[src/lhc_pkg.sv]
// Shared types and constants for the LRU handle cache.
package lhc_pkg;

  localparam int CFG_W    = 7;
  localparam int ICON_W   = 32;
  localparam int SIZE_W   = 3;
  localparam int STAMP_W  = 32;
  localparam int HANDLE_W = 64;
  localparam int SLOT_W   = 6;
  localparam int KEY_W    = ICON_W + SIZE_W;

  localparam logic [CFG_W-1:0] CAP_RESET = 7'd64;

  typedef struct packed {
    logic [ICON_W-1:0]   icon_index;
    logic [SIZE_W-1:0]   size_class;
    logic [STAMP_W-1:0]  frame_number;
    logic [HANDLE_W-1:0] fill_handle;
  } lhc_in_t;

  typedef struct packed {
    logic                hit;
    logic [HANDLE_W-1:0] handle;
    logic [SLOT_W-1:0]   slot;
    logic                evicted;
  } lhc_out_t;

  typedef struct packed {
    logic capture;
    logic scan;
    logic decide;
    logic publish;
  } lhc_cmd_t;

  typedef struct packed {
    logic scan_done;
    logic out_blocked;
  } lhc_sts_t;

endpackage

[src/lhc_ctrl.sv]
// Controller state machine that sequences capture, scan, decision and result.
module lhc_ctrl
  import lhc_pkg::*;
(
  input  logic     clk,
  input  logic     rst,
  input  logic     in_valid,
  output logic     in_stall,
  input  lhc_sts_t sts,
  output lhc_cmd_t cmd
);

  localparam logic [1:0] ST_IDLE    = 2'd0;
  localparam logic [1:0] ST_SCAN    = 2'd1;
  localparam logic [1:0] ST_DECIDE  = 2'd2;
  localparam logic [1:0] ST_PUBLISH = 2'd3;

  logic [1:0] state;
  logic [1:0] state_next;

  always_comb begin
    state_next = state;
    cmd        = '0;
    case (state)
      ST_IDLE: begin
        if (in_valid) begin
          cmd.capture = 1'b1;
          state_next  = ST_SCAN;
        end
      end
      ST_SCAN: begin
        cmd.scan = 1'b1;
        if (sts.scan_done) begin
          state_next = ST_DECIDE;
        end
      end
      ST_DECIDE: begin
        cmd.decide = 1'b1;
        state_next = ST_PUBLISH;
      end
      ST_PUBLISH: begin
        if (!sts.out_blocked) begin
          cmd.publish = 1'b1;
          state_next  = ST_IDLE;
        end
      end
      default: begin
        state_next = ST_IDLE;
      end
    endcase
  end

  always_ff @(posedge clk) begin
    if (rst) begin
      state <= ST_IDLE;
    end else begin
      state <= state_next;
    end
  end

  assign in_stall = (state != ST_IDLE);

endmodule

[config.mk]
export PLATFORM = sky130hd
export DESIGN_NAME = lhc_ctrl
export DESIGN_NICKNAME = d
export VERILOG_FILES = /design/src/lhc_pkg.sv /design/src/lhc_ctrl.sv
export SDC_FILE = /design/constraint.sdc
export NUM_CORES = 1
export LEC_CHECK = 0
export CAP_MARGIN = 20
export CORE_AREA = 2 2 39 41
export CTS_BUF_LIST = sky130_fd_sc_hd__clkbuf_4 sky130_fd_sc_hd__clkbuf_8
export DETAILED_ROUTE_END_ITERATION = 8
export DIE_AREA = 0 0 41 43
export DONT_BUFFER_PORTS = 1
export PLACE_DENSITY = 0.32
export SLEW_MARGIN = 20
export SYNTH_ARGS = -nofsm -noshare
export SYNTH_HDL_FRONTEND = slang
export SYNTH_SLANG_ARGS = --single-unit
[constraint.sdc]
create_clock -name clk -period 2.6 [get_ports clk]
set_input_delay 0.13 -clock clk [delete_from_list [all_inputs] [get_ports clk]]
set_output_delay 0.13 -clock clk [all_outputs]
set_load 0.03 [all_outputs]
* Yosys cells after proc, flatten, opt, wreduce, memory -nomap -nowiden
Cells that the tools add are included.
** Word-level totals
- Flip-flop bits (word level) :: 2
- Bits of input ports :: 5
- Logic and storage cells :: 20
** Cells by class
- Eq/ne operators :: 6
- Mux-type cells :: 10
- Reductions and logical operators :: 3
** Operators with widths (count)
- 2-bit one-hot mux with 4 select lines :: 1
- 1-bit 2-to-1 mux :: 6
- 2-bit 2-to-1 mux :: 3
- 2-bit != test, second input constant :: 3
- 2-bit equality test, second input constant :: 2
- 3-bit AND reduction :: 1
- 2-bit by 1-bit equality test with 1-bit output, second input constant :: 1
- 2-bit zero test :: 1
- 2-bit nonzero test :: 1

* Logic depth before layout (Yosys ltp)
Gate-level depths: netlist of run 1.
- Depth in word-level cells :: 3
- Gate-level depth with buffers :: 4
- Mapped depth without buffers :: 4

* Worst setup path before layout of run 1
OpenSTA, ideal clock, no wires.
- Path type :: reg2reg
- Start :: reg state[1]
- End :: reg state[0]
- Arrival time :: 1417 ps
- Path slack :: 1112 ps
- Cell stages (with the launch flop) :: 5
- Path buffers :: 0
- Period minus slack after synthesis :: 1488 ps
- Cell sequence :: dfxtp_1 -> inv_1 -> ha_1 -> a222oi_1 -> mux2i_1
** On the way
- Longest elaborated chain between the ends :: 3
- Elaborated cells between the ends (all ways) :: 9
- Classes of those cells :: eq/ne: 6; mux: 1; reduce/logical: 2
** RTL lines
- start, declared :: RTL line lhc_ctrl.sv:18 : logic [1:0] state;
- start signal, assigned :: RTL line lhc_ctrl.sv:57 : state <= state_next;
- 2-bit by 1-bit equality test with 1-bit output (tied with other cells) :: RTL line lhc_ctrl.sv:24 : case (state)
- 2-bit != test (no source line)
- 3-bit AND reduction (no source line)
Parallel ways exist; a longest one is shown, timed or not.
A chain may end at the register's enable or synchronous reset.

* Worst setup path after layout of run 1
- Start :: reg state[1]
- End :: reg state[1]
The elaborated chain is that of the path after synthesis.

==> summary.txt, run 1 <==
Status
  – Status: finished, final reports clean

Detailed routing
  – DR WL/cell: 9.43 um
  – Drt total wl: 377 um
  – Antenna Nets Post-Route: 0
  – Iter 0 DRT Violations: 1
  – Via count: 144
  – DRC: 0
  – 1st-pass router iterations: 4
  – Vias per cell: 3.60

Floorplanning
  – Die Wd: 41 um
  – Die height: 43 um
  – Die area: 0.00176 mm2
  – Rows: 14
  – Core Region: 0.00138 mm2
  – Io pins: 10
  – Initial Util: 13.7%

STA
  – Fmax: 612 MHz
  – Worst slew margin: 64.1%
  – Fin. Hold Viols: 0
  – Slew Limit Fails: 0
  – Clock Skew: 0.00265 ns
  – Worst slew pin tran: 0.537 ns
  – Tmin final: 1.63 ns
  – Fin crit share: 62.9%
  – RSZ-0062 raised after global routing: false
  – Final setup vio count: 0
  – Setup tns final: 0 ns

Synth
  – Main synth FF type: dfxtp_1
  – Syn nets: 31
  – Synth Register Bits: 2
  – Post-synth top area share: 32.9%
  – Commonest cells in the netlist: 5 x ha_1, 5 x inv_1, 3 x nand2b_1
  – Synth unique cells: 9
  – Syn Area/Cell: 9.06 um2
  – EDFF count, synth: 0
  – Area leader, netlist: ha_1
  – Cell Area, Synth: 190 um2
  – Synth Warn #: 0
  – Synth area leaders: ha_1 33%, dfxtp_1 21%, mux2i_1 11%, inv_1 9.9%, nand2b_1 9.9%
  – Cells after Synth: 21
  – Share of flip-flops with an asynchronous set or reset: 0%
  – Sequential area share after synthesis: 21.1%

CTS
  – Setup bufs post-CTS: 0
  – CTS tree: done
  – Root Buffer: clkbuf_4
  – Post-CTS sizing: 0
  – H-tree depth: 1
  – TritonCTS Sinks: 2
  – TritonCTS Buffers: 3
  – # hold bufs at CTS: 0
  – Bufs on Longest Clock Path: 2
  – Clk_lat worst skew: 0.22 ns
  – Clock slew at reported path FFs: 0.03 ns

Setup path
  – Critical path class: flip-flop to flip-flop
  – Critical Path Source Type: flip-flop
  – CP Capture Type: flip-flop
  – CP max FO: 4
  – Critical Path RT: 2.75 ns
  – CP arrival: 1.78 ns

Global route
  – Largest net degree at the start of global routing: 5
  – Total track usage: 5.01%
  – Initial antenna violation count: 0
  – Vias in the first global route: 174
  – First-pass GRT wire length: 565 um
  – Grt ovf: 0

Power and ir drop
  – Static Leak: 0.123 nW
  – Cell Pwr Density: 1280 mW/mm2
  – Worst VDD drop: 319 uV
  – Total power: 299 uW

Place
  – I/O Buffers: 0
  – Routability congestion estimate: 0.590
  – Placed insts: 37

Flow run
  – Max Cap Viol: 0

Final layout
  – Final std cells w/o fill: 40
  – ANT cells: 0
  – Area delta synth->final: 22.4%
  – Largest regs: state (2)
  – Layout cells sized above 1: 16.7%
  – Fillers: 167
  – Largest Register: state
  – Largest register FFs: 2
  – Number of nets in the layout: 36

Worst hold path
  – Hold crit path type: input pin to flip-flop
## cells in the final DEF, fill, tap and decap left out, drive strengths merged
| cell type | synthesis | final |
|---|---|---|
| inv | 5 | 5 |
| ha | 5 | 5 |
| mux2i | 2 | 2 |
| o21bai | 1 | 1 |
| a222oi | 1 | 1 |
| and2b | 1 | 1 |
| nor2 | 1 | 1 |
| clkbuf | 0 | 3 |
| dfxtp | 2 | 2 |
| nand2b | 3 | 3 |
## power breakdown
part / total, mW / switching, mW / internal (mW)
Clock: 0.0676 / 0.0168 / 0.0508
Sequential: 0.0598 / 0.0146 / 0.0452
Combinational: 0.171 / 0.121 / 0.0504
Total: 0.299 / 0.152 / 0.146
## kinds of logic after synthesis
| logic type | after synthesis | synth area share, % |
|---|---|---|
| buffers and inverters | 5 | 9.87 |
| DFF | 2 | 21.1 |
| adders and majority gates | 5 | 32.9 |
| muxes | 2 | 10.5 |
| and+or+nand+nor | 5 | 16.4 |
| AOI/OAI and AO/OA | 2 | 9.21 |
## metrics by stage
step	util, %	instance area [um2]	worst slack (ns)	hold WS [ns]
floorplan	-	190	1.11	0.310
global placement	15.2	210	0.953	0.324
detailed placement	15.2	210	0.941	0.325
CTS	16.8	233	0.935	0.0876
global route	16.8	233	0.852	0.0942
finish	16.8	233	0.966	0.0961
## final cells by class
class | instances | area [um2] | share of cell area (%)
multi-input cells | 14 | 131 | 56.5
flip-flops and latches | 2 | 40.0 | 17.2
clock buffers | 3 | 22.5 | 9.68
well taps | 16 | 20.0 | 8.60
inverters | 5 | 18.8 | 8.06
## routing by layer
layer  track usage, %  wire length, um  share of wire (%)
met1             3.83              152                 40
met5                0                0                  0
met4             6.00                0                  0
met2             7.50              159                 42
met3             2.62               64                 17
## worst max-delay path: stages, from the launching register on
cell	delay [ns]
dfxtp_1	0.37
inv_1	0.09
ha_1	0.32
a222oi_1	0.54
mux2i_1	0.24
## final timing paths
check	end	depth (start not counted)	startpoint	slack (ns)
max	state[1]$_SDFFE_PP0P_	4	state[1]$_SDFFE_PP0P_	0.97
min	state[1]$_SDFFE_PP0P_	2	rst	0.1
max reg2reg	state[1]$_SDFFE_PP0P_	4	state[1]$_SDFFE_PP0P_	0.97
min reg2reg	state[1]$_SDFFE_PP0P_	2	state[1]$_SDFFE_PP0P_	0.52
(Power assumes the default switching activity.)
==> run 2, diff against run 1 <==
==> constraint.sdc (replaced) <==
create_clock -name clk -period 1.4 [get_ports clk]
set_input_delay 0.07 -clock clk [delete_from_list [all_inputs] [get_ports clk]]
set_output_delay 0.07 -clock clk [all_outputs]
set_load 0.03 [all_outputs]
==> summary.txt, run 2 (synthesis results as in run 1) <==
Status
  – Status: finished, final reports clean

Floorplanning
  – Die height: 43 um (unchanged)
  – Io pins: 10 (unchanged)
  – Rows: 14 (unchanged)
  – Initial Util: 13.7% (unchanged)
  – Core Region: 0.00138 mm2 (unchanged)
  – Die area: 0.00176 mm2 (unchanged)
  – Die Wd: 41 um (unchanged)

STA
  – Setup tns final: 0 ns (unchanged)
  – Clock Skew: 0.000614 ns (-0.00204 ns)
  – Fin crit share: 93.2% (+30 points)
  – Worst slew margin: 81.0% (+17 points)
  – Worst slew pin tran: 0.285 ns (-0.252 ns)
  – RSZ-0062 raised after global routing: false
  – Final setup vio count: 0 (unchanged)
  – Fin. Hold Viols: 0 (unchanged)
  – Slew Limit Fails: 0 (unchanged)
  – Tmin final: 1.31 ns (-0.329 ns)
  – Fmax: 766 MHz (+25%)

Setup path
  – Worst Setup EP: state[0]$_SDFFE_PP0P_
  – Reg2Reg Capture Point: state[0]$_SDFFE_PP0P_
  – CP max FO: 4 (unchanged)
  – R2r setup slk: 0.09 ns (-0.87 ns)
  – CP arrival: 1.45 ns (-0.33 ns)
  – Critical Path RT: 1.54 ns (-1.21 ns)
  – Critical path class: flip-flop to flip-flop
  – Reg2Reg Depth: 4 (unchanged)
  – RR Startpoint: state[0]$_SDFFE_PP0P_
  – CP Capture Type: flip-flop
  – Crit. Startpoint: state[0]$_SDFFE_PP0P_
  – Critical Path Source Type: flip-flop

Worst hold path
  – Hold crit path type: input pin to flip-flop

Final layout
  – Largest register FFs: 2 (unchanged)
  – ANT cells: 0 (unchanged)
  – Commonest non-fill, non-tap cell in the layout: buf_4
  – Largest regs: state (2)
  – Layout cells sized above 1: 48.3% (+32 points)
  – Most frequent cells in the layout: 5 x buf_4, 4 x ha_1, 3 x inv_1, 3 x nand2b_1, 3 x clkbuf_4
  – Area delta synth->final: 46.1%
  – Largest Register: state
  – Area occupied by multi-input gates: 134 um2 (+1.9%)
  – Number of nets in the layout: 41 (+14%)
  – Fillers: 157 (-6.0%)
  – FF/Latch Area: 45.0 um2 (+12%)
  – Util after Layout: 20.1% (+3.3 points)

Global route
  – Grt ovf: 0 (unchanged)
  – Initial antenna violation count: 0 (unchanged)
  – Largest net degree at the start of global routing: 5 (unchanged)
  – Vias in the first global route: 158 (-9.2%)
  – Total track usage: 5.51% (+0.50 points)
  – First-pass GRT wire length: 607 um (+7.4%)

Detailed routing
  – DRC: 0 (unchanged)
  – Met3 wire length: 47 um (-27%)
  – Iter 0 DRT Violations: 2 (+1)
  – Drt total wl: 394 um (+4.5%)
  – Met1 Routed Length: 188 um (+24%)
  – Max layer used: met3
  – Vias per cell: 3.53 (-1.9%)
  – 1st-pass router iterations: 4 (unchanged)
  – Routed wl met2: 159 um (unchanged)
  – Via count: 159 (+10%)
  – Antenna Nets Post-Route: 0 (unchanged)
  – DR WL/cell: 8.76 um (-7.1%)

CTS
  – H-tree depth: 1 (unchanged)
  – Clk_lat worst skew: 0.22 ns (about the same)
  – Root Buffer: clkbuf_4
  – TritonCTS Sinks: 2 (unchanged)
  – Setup bufs post-CTS: 0 (unchanged)
  – TritonCTS Buffers: 3 (unchanged)
  – Clock slew at reported path FFs: 0.03 ns (about the same)
  – Bufs on Longest Clock Path: 2 (unchanged)
  – CTS tree: done

Flow run
  – Max Cap Viol: 0 (unchanged)

Place
  – Routability congestion estimate: 0.631 (+6.9%)
  – DP HPWL: 313 um
  – I/O Buffers: 0 (unchanged)

Power and ir drop
  – Cell Pwr Density: 2420 mW/mm2 (+88%)
  – Worst VDD drop: 593 uV (+86%)
  – Static Leak: 0.148 nW (+20%)
[run 2: cell count changes in the layout (fill, tap and decap cells not counted), sizes merged]
cell	delta
buf	+5
[run 2: power breakdown]
part           total, mW  internal (mW)  switching [mW]
sequential         0.129         0.0951          0.0335
combinational      0.418          0.174           0.244
clock              0.126         0.0944          0.0316
total              0.672          0.363           0.309
[run 2: layout make-up]
cell class / count / share of cell area (%)
clock buffers: 3 / 8.11
multi-input cells: 14 / 48.2
repair buffers: 5 / 13.5
flip-flops and latches: 2 / 16.2
inverters: 5 / 6.76
well taps: 16 / 7.21
[run 2: timing repair]
action                                  in CTS  in global routing
pin swaps                                    0                  1
gates resized for setup                      2                  3
endpoints found under the setup margin       1                  2
hold buffers                                 0                  0
[run 2: metrics by stage]
| stage | instances | setup slack, ns | instance area, um2 | hold WS [ns] | power, mW |
|---|---|---|---|---|---|
| 3_5_place_dp | 42 | 0.00130 | 250 | 0.268 | 0.535 |
| 5_1_grt | 45 | 0.00557 | 278 | 0.0294 | 0.745 |
| 6_report | 45 | 0.0946 | 278 | 0.0248 | 0.672 |
| 4_1_cts | 45 | 0.0400 | 275 | 0.0219 | 0.678 |
| 3_3_place_gp | 42 | 0.0312 | 250 | 0.256 | 0.531 |
| 2_1_floorplan | 21 | 0.0255 | 193 | 0.250 | 0.399 |
[run 2: how the worst min path moves through the flow]
stage                     start                     to  cells past startpoint  slack, ns
after floorplan             rst  state[0]$_SDFFE_PP0P_                      2       0.25
after global placement      rst  state[0]$_SDFFE_PP0P_                      2       0.26
after detailed placement    rst  state[1]$_SDFFE_PP0P_                      2       0.27
after CTS                   rst  state[1]$_SDFFE_PP0P_                      2       0.02
after global routing        rst  state[1]$_SDFFE_PP0P_                      2       0.03
final                       rst  state[1]$_SDFFE_PP0P_                      2       0.02
[run 2: per-layer routing]
layer | GRT usage, % | vias up
li1 | - | 83
met1 | 5.41 | 67
met2 | 6.88 | 9
met3 | 5.24 | 0
met4 | 4.00 | 0
met5 | 0 | -
[run 2: critical path, cell delays in order (launching register included)]
cell and delay [ns]:
dfxtp_2 0.33, ha_1 0.20, a222oi_1 0.32, buf_4 0.18, mux2i_1 0.18
